[config.mk]
export PLATFORM = sky130hd
export DESIGN_NAME = nec_ir_frame_decoder
export DESIGN_NICKNAME = d
export VERILOG_FILES = /design/src/rtl/core/necir_pkg.sv /design/src/rtl/core/necir_step.sv /design/src/rtl/core/nec_ir_frame_decoder.sv
export VERILOG_INCLUDE_DIRS = /design/src /design/src/rtl/core
export SDC_FILE = /design/constraint.sdc
export NUM_CORES = 1
export LEC_CHECK = 0
export BUFFER_PORTS_ARGS = -buffer_cell sky130_fd_sc_hd__buf_2
export CAP_MARGIN = 20
export CORE_MARGIN = 3
export CORE_UTILIZATION = 61
export CTS_CLUSTER_DIAMETER = 100
export CTS_CLUSTER_SIZE = 12
export DETAILED_ROUTE_END_ITERATION = 10
export PLACE_DENSITY = 0.84
export SLEW_MARGIN = 30
export SYNTH_ARGS = -nofsm -noshare
export SYNTH_HDL_FRONTEND = slang
export SYNTH_HIERARCHICAL = 1
export SYNTH_SLANG_ARGS = --single-unit
[constraint.sdc]
create_clock -name clk -period 3.6 [get_ports clk]
set_input_delay 0.18 -clock clk [delete_from_list [all_inputs] [get_ports clk]]
set_output_delay 0.18 -clock clk [all_outputs]
set_load 0.02 [all_outputs]
[src/rtl/core/nec_ir_frame_decoder_defines.svh]
// Assertion helpers shared by the decoder RTL.
`ifndef NEC_IR_FRAME_DECODER_DEFINES_SVH
`define NEC_IR_FRAME_DECODER_DEFINES_SVH

// Clocked property, masked while reset is held.
`define NECIR_ASSERT(lbl, prop, msg) \
  lbl: assert property (@(posedge clk) disable iff (!rst_n) (prop)) else $error(msg);

// Condition that must never be seen at a clock edge outside reset.
`define NECIR_NEVER(lbl, cond, msg) \
  `NECIR_ASSERT(lbl, !(cond), msg)

`endif

[src/rtl/core/necir_pkg.sv]
package necir_pkg;

  localparam int FRAME_BITS = 32;
  localparam int CODE_W     = 32;
  localparam int CNT_W      = $clog2(FRAME_BITS + 1);
  localparam int TIME_W     = 16;
  localparam int NUM_CFG    = 8;
  localparam int CFG_IDX_W  = $clog2(NUM_CFG);
  localparam int BTN_LO     = 8;
  localparam int BTN_W      = 8;

  // Register map
  localparam logic [CFG_IDX_W-1:0] CFG_LEAD_MARK_MIN  = CFG_IDX_W'(0);
  localparam logic [CFG_IDX_W-1:0] CFG_LEAD_MARK_MAX  = CFG_IDX_W'(1);
  localparam logic [CFG_IDX_W-1:0] CFG_LEAD_SPACE_MIN = CFG_IDX_W'(2);
  localparam logic [CFG_IDX_W-1:0] CFG_LEAD_SPACE_MAX = CFG_IDX_W'(3);
  localparam logic [CFG_IDX_W-1:0] CFG_BIT_MARK_MIN   = CFG_IDX_W'(4);
  localparam logic [CFG_IDX_W-1:0] CFG_BIT_MARK_MAX   = CFG_IDX_W'(5);
  localparam logic [CFG_IDX_W-1:0] CFG_BIT_SPACE_MAX  = CFG_IDX_W'(6);
  localparam logic [CFG_IDX_W-1:0] CFG_ONE_THRESHOLD  = CFG_IDX_W'(7);

  typedef logic [NUM_CFG-1:0][TIME_W-1:0] cfg_bank_t;

  // Entry i sits at bits [16*i +: 16]
  localparam cfg_bank_t CFG_RESET = {
    16'd1000, 16'd1800, 16'd700, 16'd400,
    16'd5000, 16'd4000, 16'd9500, 16'd8500
  };

  typedef enum logic [1:0] {
    MODE_EDGE    = 2'd0,
    MODE_TIMEOUT = 2'd1,
    MODE_REARM   = 2'd2
  } mode_t;

  typedef enum logic [2:0] {
    PH_IDLE       = 3'd0,
    PH_LEAD_MARK  = 3'd1,
    PH_LEAD_SPACE = 3'd2,
    PH_BIT_MARK   = 3'd3,
    PH_BIT_SPACE  = 3'd4
  } phase_t;

  typedef struct packed {
    logic [1:0]        mode;
    logic              rising;
    logic [TIME_W-1:0] elapsed;
  } necir_item_t;

  typedef struct packed {
    phase_t            phase;
    logic [CODE_W-1:0] code;
    logic [CNT_W-1:0]  cnt;
    logic              lock;
    logic [BTN_W-1:0]  button;
  } necir_state_t;

endpackage

[src/rtl/core/necir_step.sv]
module necir_step
  import necir_pkg::*;
(
  input  necir_item_t  item,
  input  necir_state_t st,
  input  cfg_bank_t    cfg,
  output necir_state_t st_nxt,
  output logic         done
);

  logic              want_rising;
  logic              edge_take;
  logic [TIME_W-1:0] t;
  logic              lead_mark_ok;
  logic              lead_space_ok;
  logic              bit_mark_ok;
  logic              bit_space_ok;
  logic [CNT_W-1:0]  cnt_inc;
  logic              frame_end;
  logic [CODE_W-1:0] code_shift;
  mode_t             mode;

  assign mode        = mode_t'(item.mode);
  assign t           = item.elapsed;
  assign want_rising = (st.phase == PH_LEAD_MARK) || (st.phase == PH_BIT_MARK);
  assign edge_take   = (mode == MODE_EDGE) && !st.lock && (item.rising == want_rising);

  assign lead_mark_ok  = (t > cfg[CFG_LEAD_MARK_MIN])  && (t < cfg[CFG_LEAD_MARK_MAX]);
  assign lead_space_ok = (t > cfg[CFG_LEAD_SPACE_MIN]) && (t < cfg[CFG_LEAD_SPACE_MAX]);
  assign bit_mark_ok   = (t > cfg[CFG_BIT_MARK_MIN])   && (t < cfg[CFG_BIT_MARK_MAX]);
  assign bit_space_ok  = (t >= cfg[CFG_BIT_MARK_MIN])  && (t <= cfg[CFG_BIT_SPACE_MAX]);

  assign cnt_inc    = st.cnt + CNT_W'(1);
  assign frame_end  = cnt_inc >= CNT_W'(FRAME_BITS);
  assign code_shift = {st.code[CODE_W-2:0], (t > cfg[CFG_ONE_THRESHOLD])};

  // Phase sequencing
  always_comb begin
    st_nxt.phase = st.phase;
    unique case (mode)
      MODE_TIMEOUT: st_nxt.phase = PH_IDLE;
      MODE_EDGE: begin
        if (edge_take) begin
          unique case (st.phase)
            PH_IDLE:       st_nxt.phase = PH_LEAD_MARK;
            PH_LEAD_MARK:  st_nxt.phase = lead_mark_ok  ? PH_LEAD_SPACE : PH_IDLE;
            PH_LEAD_SPACE: st_nxt.phase = lead_space_ok ? PH_BIT_MARK   : PH_IDLE;
            PH_BIT_MARK:   st_nxt.phase = bit_mark_ok   ? PH_BIT_SPACE  : PH_IDLE;
            PH_BIT_SPACE:  st_nxt.phase = (bit_space_ok && !frame_end) ? PH_BIT_MARK
                                                                       : PH_IDLE;
            default:       st_nxt.phase = PH_IDLE;
          endcase
        end
      end
      default: st_nxt.phase = st.phase;
    endcase
  end

  // Shift register, bit count, lock and command byte
  always_comb begin
    st_nxt.code   = st.code;
    st_nxt.cnt    = st.cnt;
    st_nxt.lock   = st.lock;
    st_nxt.button = st.button;
    done          = 1'b0;
    if (mode == MODE_REARM) begin
      st_nxt.lock = 1'b0;
    end else if (edge_take && (st.phase == PH_IDLE)) begin
      st_nxt.code = '0;
      st_nxt.cnt  = '0;
    end else if (edge_take && (st.phase == PH_BIT_SPACE) && bit_space_ok) begin
      st_nxt.code = code_shift;
      st_nxt.cnt  = cnt_inc;
      if (frame_end) begin
        st_nxt.button = code_shift[BTN_LO +: BTN_W];
        st_nxt.lock   = 1'b1;
        done          = 1'b1;
      end
    end
  end

endmodule

[src/rtl/core/nec_ir_frame_decoder.sv]
// Path: an accepted item is held in the input register, which feeds the step logic, whose
//   result loads the result register shown on out_* when that register is free or being emptied.
// Throughput: one item per cycle while out_stall is low; the decoder state loops through
//   the step logic once per item, so back-to-back items are taken with no gap.
// Reset: rst_n low at a clock edge (synchronous) returns to idle, unlocked, code, count
//   and command byte zero, and all thresholds to their default values.
`include "nec_ir_frame_decoder_defines.svh"

module nec_ir_frame_decoder
  import necir_pkg::*;
(
  input  logic                 clk,
  input  logic                 rst_n,
  input  logic                 cfg_we,
  input  logic [CFG_IDX_W-1:0] cfg_index,
  input  logic [TIME_W-1:0]    cfg_wdata,
  input  logic                 in_valid,
  output logic                 in_stall,
  input  logic [1:0]           in_mode,
  input  logic                 in_edge_rising,
  input  logic [TIME_W-1:0]    in_elapsed_us,
  output logic                 out_valid,
  input  logic                 out_stall,
  output logic [2:0]           out_phase,
  output logic                 out_frame_done,
  output logic [CODE_W-1:0]    out_frame_code,
  output logic [BTN_W-1:0]     out_button,
  output logic                 out_locked
);

  cfg_bank_t    cfg_r;
  logic         in_v_r;
  necir_item_t  item_r;
  necir_state_t st_r;
  necir_state_t st_nxt;
  logic         done;
  logic         adv;
  logic         out_v_r;
  logic [2:0]   out_phase_r;
  logic         out_done_r;
  logic [CODE_W-1:0] out_code_r;
  logic [BTN_W-1:0]  out_button_r;
  logic         out_lock_r;

  // Process the held item whenever the result register is free or being emptied
  assign adv      = in_v_r && (!out_v_r || !out_stall);
  assign in_stall = in_v_r && !adv;

  always_ff @(posedge clk) begin
    if (!rst_n) begin
      cfg_r <= CFG_RESET;
    end else if (cfg_we) begin
      cfg_r[cfg_index] <= cfg_wdata;
    end
  end

  always_ff @(posedge clk) begin
    if (!rst_n) begin
      in_v_r <= 1'b0;
    end else if (in_valid && !in_stall) begin
      in_v_r <= 1'b1;
    end else if (adv) begin
      in_v_r <= 1'b0;
    end
  end

  always_ff @(posedge clk) begin
    if (in_valid && !in_stall) begin
      item_r <= '{mode: in_mode, rising: in_edge_rising, elapsed: in_elapsed_us};
    end
  end

  necir_step u_step (
    .item   (item_r),
    .st     (st_r),
    .cfg    (cfg_r),
    .st_nxt (st_nxt),
    .done   (done)
  );

  always_ff @(posedge clk) begin
    if (!rst_n) begin
      st_r <= '{phase: PH_IDLE, code: '0, cnt: '0, lock: 1'b0, button: '0};
    end else if (adv) begin
      st_r <= st_nxt;
    end
  end

  always_ff @(posedge clk) begin
    if (!rst_n) begin
      out_v_r <= 1'b0;
    end else if (adv) begin
      out_v_r <= 1'b1;
    end else if (!out_stall) begin
      out_v_r <= 1'b0;
    end
  end

  always_ff @(posedge clk) begin
    if (adv) begin
      out_phase_r  <= 3'(st_nxt.phase);
      out_done_r   <= done;
      out_code_r   <= st_nxt.code;
      out_button_r <= st_nxt.button;
      out_lock_r   <= st_nxt.lock;
    end
  end

  assign out_valid      = out_v_r;
  assign out_phase      = out_phase_r;
  assign out_frame_done = out_done_r;
  assign out_frame_code = out_code_r;
  assign out_button     = out_button_r;
  assign out_locked     = out_lock_r;

  `NECIR_ASSERT(a_done_locks, (out_v_r && out_done_r) |-> (out_lock_r && (out_phase_r == 3'(PH_IDLE))), "frame done without lock and idle")
  `NECIR_NEVER(a_cnt_range, st_r.cnt > CNT_W'(FRAME_BITS), "bit count past frame length")
  `NECIR_ASSERT(a_lock_holds, (st_r.lock && !(adv && (item_r.mode == 2'(MODE_REARM)))) |=> st_r.lock, "lock dropped without rearm")
  `NECIR_ASSERT(a_button_stable, (adv && !done) |=> $stable(st_r.button), "command byte changed without a frame")
  `NECIR_ASSERT(a_adv_fills_out, adv |=> out_v_r, "processed item did not reach the result register")

endmodule
* Word-level counts from Yosys, hierarchy flattened *
Index checks and enable logic that the tools add are counted.

storage, ports and cells
  flip-flop bits (word level) = 244
  input bits = 43
  output and inout bits = 47
  logic and storage cells = 96

cells by class
  add/sub/neg operators = 1
  order comparisons = 12
  eq/ne operators = 8
  multiplexer cells = 22
  bitwise logic cells = 2
  reduce and logical (&&, ||, !) cells = 28

operators with widths
  operator               count
  $bwmux W128            1
  $mux W38               2
  $gt A16 B16 Y1         4
  $demux W16 S3          1
  $lt A16 B16 Y1         3
  $mux W47               1
  $mux W9                2
  $ge A16 B16 Y1         1
  $le A16 B16 Y1         1
  $mux W16               1
  $pmux W3 S5            1
  $logic_and A1 B1 Y1    14
  $mux W8                1
  $add A6 B1 Y6 const B  1
  $eq A3 B2 Y1 const B   2
  $ge A6 B6 Y1 const B   1
  $logic_not A1 Y1       6
  $mux W1                6
  $mux W2                3
  $mux W3                2
  $pmux W3 S2            1
  $lt A3 B4 Y1 const B   1
  $reduce_bool A2 Y1     2
  $eq A3 B1 Y1 const B   1
  other kinds (12)       14

* Depth between registers and ports, before layout *
Gate-level depths: netlist of the first run.

  word-level depth = 9
  depth in mapped cells = 13
  depth with buffers taken out = 10

* Modules after synthesis *
The synthesis of the first run kept the hierarchy.

by module, submodules not included
  module                times used  cells an instance  area an instance (um2)  seq. area each (um2)
  nec_ir_frame_decoder  1           749                8,824.7                 5,525.3
  necir_step            1           618                4,275.4                 0.0

* Worst setup path before layout of the first run *
No wires, ideal clock.

  path type = register -> register
  start point = register item_r[10] (netlist name)
  end point = register out_button_r[0], in the netlist out_button[0], data pin
  library setup time = 262 ps
  data arrival time = 2,720 ps
  required time = 3,338 ps
  slack = 618 ps
  stages on the path, launching flop included = 9
  path buffers = 2
  clock period less this slack = 2,982 ps
  cell sequence = edfxtp_1 > ha_1 > nand4_1 > or4_1 > or3_1 > buf_2 > a2111o_1 > buf_6 > mux2_4

RTL lines
  what                    line                         RTL
  start, declared         nec_ir_frame_decoder.sv:33   necir_item_t item_r;
  start signal, assigned  nec_ir_frame_decoder.sv:69   item_r <= '{mode: in_mode, rising: in_edge_rising, elapsed: in_elapsed_us};
  end signal, assigned    nec_ir_frame_decoder.sv:104  out_button_r <= st_nxt.button;
  end, declared           nec_ir_frame_decoder.sv:42   logic [BTN_W-1:0] out_button_r;

==> results of run 1 <==
==> per-layer routing <==
layer / vias to the layer above / wire (um)
met4: 0 / 852
met5: - / 0
met1: 4772 / 14270
met2: 319 / 14830
li1: 4829 / -
met3: 80 / 1890
==> cell usage after synthesis (all sizes together), types with 3 or more instances <==
cell type | number | share of area, %
o21a | 7 | 0.40
clkbuf | 35 | 1.0
nor2b | 63 | 3.0
a211o | 4 | 0.28
mux2i | 216 | 17
inv | 157 | 4.5
nand4b | 4 | 0.27
nor3 | 11 | 0.42
edfxtp | 64 | 15
nand4 | 17 | 0.86
o21ai | 16 | 0.61
or4 | 3 | 0.17
o211ai | 7 | 0.40
nand3 | 14 | 0.53
or3 | 3 | 0.14
buf | 31 | 1.7
ha | 126 | 12
nor2 | 17 | 0.49
a2111oi | 4 | 0.27
a21oi | 46 | 1.8
nand2b | 7 | 0.33
mux2 | 8 | 0.92
nand2 | 277 | 7.9
a21o | 11 | 0.63
dfxtp | 180 | 28
and4 | 4 | 0.28
a211oi | 3 | 0.17
==> state kept, by name, summed over array words and instances, names as in the netlist <==
name and count:
out_locked 1, item_r 19, out_phase 3, in_v_r 1, st_r 50, out_valid 1, out_frame_code 32, out_frame_done 1
out_button 8, cfg_r 128
==> where the power goes <==
part           switching [mW]  internal, mW
Combinational           0.391         0.251
Clock                    1.05          1.25
Sequential             0.0354          2.88
==> worst paths after layout <==
kind | start | end | slack (ns)
min reg2reg | cfg_r[17] | cfg_r[17] | 0.46
max | item_r[14] | st_r[0] | 0.21
min | cfg_wdata[13] | cfg_r[13] | 0.05
max reg2reg | item_r[14] | st_r[0] | 0.21
==> kinds of logic after synthesis <==
group                      after synthesis  synth area share, %
AOI/OAI and AO/OA                      111                5.425
xor gates and xnor gates                 3               0.2006
adders and majority gates              126                12.03
buffers and inverters                  223                7.173
DFF                                    244                42.18
muxes                                  224                17.42
and+or+nand+nor                        436                15.57
==> final cells by class <==
cell class,count,area [sq um],area share (%)
Multi-Input combinational cell,900,6649,44.97
Clock inverter,2,25.02,0.1692
Inverter,157,589.3,3.985
Tap cell,270,337.8,2.285
Sequential cell,244,5525,37.37
Clock buffer,40,660.6,4.468
Timing Repair Buffer,148,999.7,6.761
==> critical path, stage by stage, from the launching register on <==
cell and delay (ns):
edfxtp_1 0.53, ha_1 0.38, nand4_1 0.11, or4_1 0.46, or3_1 0.47, a2111o_1 0.73, mux2_4 0.41, nand2_1 0.07
mux2i_1 0.07
==> impl_metrics.ini, run 1 <==
[run_status]
status = completed

[floorplanning]
die_x_um = 152.5
core_sq_um = 20690
initial_utilization_pct = 63.32
dieArea_sq_um = 23270
die_height_um = 152.5
fp-row-count = 52
ios = 90

[timing]
fin_skew_ns = 0.02087
max_freq_mhz = 295.0
maxSlewViolCount = 0
fin_tns_setup_ns = 0
finalCritPeriodShare_pct = 94.18
finalCriticalPeriod_ns = 3.390
slew-limit-headroom_pct = 32.21
rsz0062_at_grt = false
fin_ws_ns = 0.2096
worst_slew_pin_slew_ns = 1.014
finalHoldViolations = 0
holdWs_ns = 0.05070
setup_violations = 0

[place]
dp_cells = 1687
dpl_cell_area_sq_um = 13780
routabilityCongestion = 0.9387
io_buffers = 89
dp_hpwl_um = 22150
dp_slack_ns = 0.2920

[drt]
ant_nets = 0
drtIter0Drc = 681
drt_wl_total_um = 31840
vias_per_cell = 5.679
firstDrtPassIters = 5
routedWlPerCell_um = 18.08
remaining_drc_errors = 0
vias = 10000

[clock_network]
cts_setup_buffers = 0
htree_levels = 1
clock_latency_ns = 0.53
cts-root-buf = clkbuf_16
cts_hold_buf = 32
cts_tree = done
cts_sinks = 244
clk_path_buf_depth = 3
cts_inserted_buffers = 24
clk_pin_slew_ns = 0.07
post_cts_resized = 0

[global_route]
gr-usage-met3_pct = 4.090
grt_usage_pct = 26.60
grt_overflow_total = 0
use_met1_pct = 36.22
globalRouteMet2Util_pct = 44.48
top_usage_layer = met2
grt_pass1_wl_um = 50930
grt_max_degree = 133
grt_pass1_vias = 9842
antenna_found_initial = 0

[hold_path]
hold_class = input port to register
whs_path_depth = 3

[critical_path]
worstPathRequired_ns = 3.98
crit_path_max_fanout = 9
reg2reg_depth = 8
cp.arrival_ns = 3.77
crit_path_end_kind = register
worstSetupPathType = register to register
start_kind = register

[logic_synthesis]
synth_cell_types = 58
synth_warnings = 6
syn_nets = 1536
syn_area_sq_um = 13100
syn_inst = 1367
synth_edf_count = 64
synth_flop_cell = dfxtp_1
ys_ff_latch = 244
ys_seq_area_share_pct = 42.18
synth-async-reset-ratio_pct = 0
syn-mean-instance-area_sq_um = 9.583

[final_layout]
final_core_util_pct = 71.47
fill_cells = 1489
final_cell_mix = 277 x nand2_1, 216 x mux2i_1, 180 x dfxtp_1, 157 x inv_1, 126 x ha_1
drive_gt1_share_pct = 10.80
area_growth_pct = 12.88
finalNetCount = 1644
diodes = 0
final_cells = 1761
design_area_sq_um = 14790
final_common_cell = nand2_1

[power_and_ir_drop]
ir_drop_uv = 312.6
p_total_mw = 5.858
p_leak_nw = 6.759
power_density_nw_per_um2 = 396.2

[flow_run]
max_cap_viol_count = 0
No activity file was read; power rests on OpenSTA's default activity.
==> inputs of run 2 (changes only) <==
--- a/config.mk
+++ b/config.mk
@@ -13,9 +13,8 @@
 export CTS_CLUSTER_DIAMETER = 100
 export CTS_CLUSTER_SIZE = 12
 export DETAILED_ROUTE_END_ITERATION = 10
-export PLACE_DENSITY = 0.84
+export PLACE_DENSITY = 0.85
 export SLEW_MARGIN = 30
 export SYNTH_ARGS = -nofsm -noshare
 export SYNTH_HDL_FRONTEND = slang
-export SYNTH_HIERARCHICAL = 1
 export SYNTH_SLANG_ARGS = --single-unit
==> impl_metrics.ini, run 2 <==
[floorplanning]
dieArea_sq_um = 21540
die_x_um = 146.8
die_height_um = 146.8
ios = 90
initial_utilization_pct = 63.34
core_sq_um = 19080
fp-row-count = 50

[timing]
max_freq_mhz = 300.9
fin_tns_setup_ns = 0
maxSlewViolCount = 0
finalHoldViolations = 0
rsz0062_at_grt = false
finalCritPeriodShare_pct = 92.31
finalCriticalPeriod_ns = 3.323
worst_slew_pin_slew_ns = 1.046
setup_violations = 0
fin_skew_ns = 0.01416
slew-limit-headroom_pct = 30.20

[final_layout]
drive_gt1_share_pct = 11.53
top_register = cfg_r
design_area_sq_um = 13690
final_cell_mix = 322 x nand2_1, 180 x dfxtp_1, 130 x a21oi_1, 126 x inv_1, 126 x ha_1
final_core_util_pct = 71.74
area_growth_pct = 13.27
diodes = 0
finalNetCount = 1618
final_common_cell = nand2_1
largest_reg_flops = 128

[global_route]
grt_pass1_wl_um = 52300
antenna_found_initial = 0
grt_overflow_total = 0
grt_max_degree = 74
grt_pass1_vias = 9987
grt_usage_pct = 30.10

[critical_path]
crit_chain = ha_1 > a21oi_1 > o21ai_0 > o2bb2ai_1 > o311ai_1 > a211o_1 > buf_4 > o21ai_0
path_delay_family = compound AO/OA/AOI/OAI gates
critical_path_buf_inv_count = 1
worstSetupPathType = register to register
crit_start = item_r[5]
start_kind = register
r2r_start = item_r[5]
crit_path_end_kind = register
crit_path_frequent_cell = o21ai_0
slowest_stage = o311ai_1
cp.arrival_ns = 3.57
crit_path_max_fanout = 33
worstPathRequired_ns = 3.85
max_stage_delay_ns = 0.62

[logic_synthesis]
synth_commonest_cells = 322 x nand2_1, 180 x dfxtp_1, 130 x a21oi_1, 128 x inv_1, 126 x ha_1
syn-mean-instance-area_sq_um = 8.873
synth_area_leaders = dfxtp_1 30%, edfxtp_1 16%, ha_1 13%
syn_inst = 1362
synth_warnings = 0
yosysTopAreaCell = dfxtp_1
synth.most_common_cell = nand2_1
netlist.area_leader.share_pct = 29.82
synth-async-reset-ratio_pct = 0
synth_flop_cell = dfxtp_1
ys_seq_area_share_pct = 45.72
syn_area_sq_um = 12090
ys_ff_latch = 244
synth_edf_count = 64
syn_nets = 1531
synth_cell_types = 63

[drt]
vias = 10380
routedWlPerCell_um = 19.21
remaining_drc_errors = 0
ant_nets = 0
vias_per_cell = 6.014
drt_wl_total_um = 33150
firstDrtPassIters = 5
drtIter0Drc = 954

[clock_network]
clk_path_buf_depth = 3
cts_hold_buf = 30
cts-root-buf = clkbuf_16
clk_pin_slew_ns = 0.06
cts_inserted_buffers = 24
cts_setup_buffers = 0
cts_sinks = 244
cts_tree = done
post_cts_resized = 0
htree_levels = 1
clock_latency_ns = 0.52

[power_and_ir_drop]
ir_drop_uv = 317.6
power_density_nw_per_um2 = 425.7
p_leak_nw = 5.535

[place]
routabilityCongestion = 0.9301
io_buffers = 89
dp_hpwl_um = 22220
dpl_cell_area_sq_um = 12700

[hold_path]
hold_start = cfg_wdata[6]
hold_class = input port to register

[flow_run]
max_cap_viol_count = 0

[run_status]
status = completed
## run 2: cell types whose count changed in the layout (fill, tap and decap cells not counted), moves of 9 or more
cell      previous run  this run
nand2_1            277       322
buf_4               25        16
nor2_1              17        30
o22ai_1              0        11
nor2b_1             62        10
a21oi_1             46       130
inv_1              157       126
o211ai_1             7        50
nand3_1             14        54
mux2i_1            216         0
a22o_1               0        23
## run 2: cell families after synthesis
family | synth area share (%)
AND/OR/NAND/NOR | 16.98
multiplexers | 0.7454
adder cells (fa/ha/maj) | 13.04
AO/OA/AOI/OAI | 16.28
XOR/XNOR | 0.5073
flip-flops | 45.72
buffers and inverters | 6.730
## run 2: area by class of cell
type                            count  area, sq um
Multi-Input combinational cell    915         5787
Sequential cell                   244         5525
Fill cell                        1390         5391
Timing Repair Buffer              136        880.8
Clock buffer                       41        664.4
Inverter                          128        481.7
Tap cell                          260        325.3
Clock inverter                      2        25.02
## run 2: layer usage
layer  wire, um  global-route usage, %
met5          0                      0
met1      13700                  40.85
met3       3133                  5.583
met2      14920                  48.03
met4       1387                  11.81
## run 2: report_power, final
part	leakage [nW]	internal [mW]	switching, mW
Clock	0.327	1.26	1.04
Combinational	3.17	0.206	0.385
Sequential	2.04	2.89	0.0552
## run 2: worst paths after layout
check                 endpoint  slack, ns  cells after the start
max          out_frame_code[0]       0.28                      8
min                  cfg_r[86]       0.02                      3
max reg2reg  out_frame_code[0]       0.28                      8
min reg2reg          cfg_r[59]       0.46                      2
## run 2: worst min-delay path, stage by stage
cell,delay (ns)
buf_2,0.17
nand2_1,0.08
a21oi_1,0.05
## run 2: through the flow
stage | hold WS, ns | std cells | worst slack, ns | power [mW]
after floorplan | 0.2789 | 1362 | 0.8467 | 3.345
after global placement | 0.3575 | 1652 | 0.5566 | 3.523
after detailed placement | 0.3581 | 1653 | 0.4426 | 3.545
after CTS | 0.0003239 | 1726 | 0.3872 | 5.831
after global routing | 0.01563 | 1726 | 0.1533 | 6.023
final | 0.01851 | 1726 | 0.2768 | 5.827
==> inputs of run 3 (changes only) <==
==> constraint.sdc (replaced) <==
create_clock -name clk -period 3.7 [get_ports clk]
set_input_delay 0.185 -clock clk [delete_from_list [all_inputs] [get_ports clk]]
set_output_delay 0.185 -clock clk [all_outputs]
set_load 0.02 [all_outputs]
==> impl_metrics.ini, run 3 (synthesis gave the netlist of run 2 again) <==
[run_status]
status = completed

[clock_network]
clk_pin_slew_ns = 0.07
post_cts_resized = 0
cts_tree = done
cts-root-buf = clkbuf_16
clock_latency_ns = 0.52
cts_sinks = 244
cts_hold_buf = 29
clk_path_buf_depth = 3
htree_levels = 1
cts_setup_buffers = 0
cts_inserted_buffers = 24

[power_and_ir_drop]
sw_frac_of_total_pct = 24.78
comb_power_share_pct = 10.1
intPower_mw = 4.266
ir_drop_uv = 358.3
p_clk_share_pct = 39.5
switching_power_mw = 1.405
p_leak_nw = 5.541
sequentialPowerShare_pct = 50.4
power_density_nw_per_um2 = 413.8

[timing]
fin_ws_ns = 0.2598
fin_skew_ns = 0.01837
finalCritPeriodShare_pct = 92.98
finalCriticalPeriod_ns = 3.440
fin_tns_setup_ns = 0
setup_violations = 0
worst_slew_pin_slew_ns = 1.071
finalHoldViolations = 0
rsz0062_at_grt = false
max_freq_mhz = 290.7
maxSlewViolCount = 0
slew-limit-headroom_pct = 28.49

[critical_path]
path_delay_family = compound AO/OA/AOI/OAI gates
crit_start = item_r[5]
start_kind = register
r2r_start = item_r[5]
crit_path_max_fanout = 18
cp.arrival_ns = 3.83
crit_chain = ha_1 > a21oi_1 > o21ai_1 > a221oi_1 > o211ai_1 > a2111o_1 > or3_1 > nand3_1 > o21ai_2
slowest_stage = or3_1
critical_path_buf_inv_count = 0
crit_path_end_kind = register
rrSetupSlack_ns = 0.26
worstSetupPathType = register to register
max_stage_delay_ns = 0.68
worstPathRequired_ns = 4.08

[floorplanning]
fp-row-count = 50
dieArea_sq_um = 21540
initial_utilization_pct = 63.34
die_height_um = 146.8
ios = 90
core_sq_um = 19080
die_x_um = 146.8

[final_layout]
top_register = cfg_r
drive_gt1_share_pct = 11.60
final_cell_mix = 322 x nand2_1, 180 x dfxtp_1, 130 x a21oi_1, 126 x inv_1, 126 x ha_1
largest_reg_flops = 128
finalNetCount = 1618
final_common_cell = nand2_1
area_growth_pct = 13.40

[drt]
ant_nets = 0
routedWlPerCell_um = 18.90
wl_met3_um = 2746
met1_length_um = 13740
drt_wl_total_um = 32620
vias = 10220
remaining_drc_errors = 0
top_layer_used = met4
vias_per_cell = 5.919
drtIter0Drc = 829
route.met2.wl_um = 14830
firstDrtPassIters = 5

[global_route]
grt_pass1_vias = 9835
grt_overflow_total = 0
grt_max_degree = 76
grt_usage_pct = 30.16
antenna_found_initial = 1
grt_pass1_wl_um = 52180

[place]
dp_slack_ns = 0.3877
io_buffers = 89
dp_hpwl_um = 22420
routabilityCongestion = 0.9855

[hold_path]
hold_start = cfg_wdata[13]
hold_class = input port to register

[flow_run]
max_cap_viol_count = 0
-- run 3: changes by cell type in the layout (fill, tap and decap cells not counted) --
cell           before  now
nor2_2              3    1
clkbuf_16          24   25
buf_8               1    0
clkbuf_1           17   16
clkinv_8            1    0
buf_6               0    2
dlygate4sd3_1      30   29
nor2_4              0    2
diode_2             0    1
-- run 3: path summary, 6_finish.rpt --
path / cells past startpoint / to
setup / recovery: 9 / st_r[0]
hold / removal: 3 / cfg_r[77]
setup reg to reg: 9 / st_r[0]
hold reg to reg: 2 / cfg_r[50]
-- run 3: area by class of cell --
| class | count | area, sq um |
|---|---|---|
| clock buffer | 41 | 685.7 |
| multi-input combinational | 915 | 5797 |
| timing repair buffer | 136 | 878.3 |
| inverter | 128 | 481.7 |
| antenna | 1 | 2.502 |
| sequential | 244 | 5525 |
| clock inverter | 1 | 8.758 |
| tap | 260 | 325.3 |
| fill | 1393 | 5376 |
-- run 3: power groups by stage --
stage | Clock (mW) | Combinational, mW | Sequential, mW
global route | 2.37 | 0.627 | 2.87
global placement | 0 | 0.512 | 2.91
CTS | 2.26 | 0.559 | 2.86
finish | 2.24 | 0.572 | 2.86
detailed placement | 0 | 0.528 | 2.92
floorplan | 0 | 0.316 | 2.94
-- run 3: layer usage --
layer,vias up,track usage [%]
met2,453,48.63
li1,4893,-
met4,0,11.19
met3,88,4.596
met5,-,0
met1,4782,41.44
-- run 3: worst register-to-register path, stage by stage (launching register included) --
cell and delay (ns):
edfxtp_1 0.54, ha_1 0.36, a21oi_1 0.18, o21ai_1 0.09, a221oi_1 0.39, o211ai_1 0.26
a2111o_1 0.50, or3_1 0.68, nand3_1 0.25, o21ai_2 0.07
-- run 3: through the flow --
step	util [%]	hold WS, ns	instances	total power [mW]	area [sq um]
finish	71.82	0.008253	1726	5.671	13700
detailed placement	66.50	0.3657	1652	3.445	12690
CTS	71.66	0.003855	1723	5.674	13670
global placement	66.47	0.3631	1652	3.426	12680
global route	71.82	0.01654	1726	5.862	13700
floorplan	-	0.2839	1362	3.254	12090
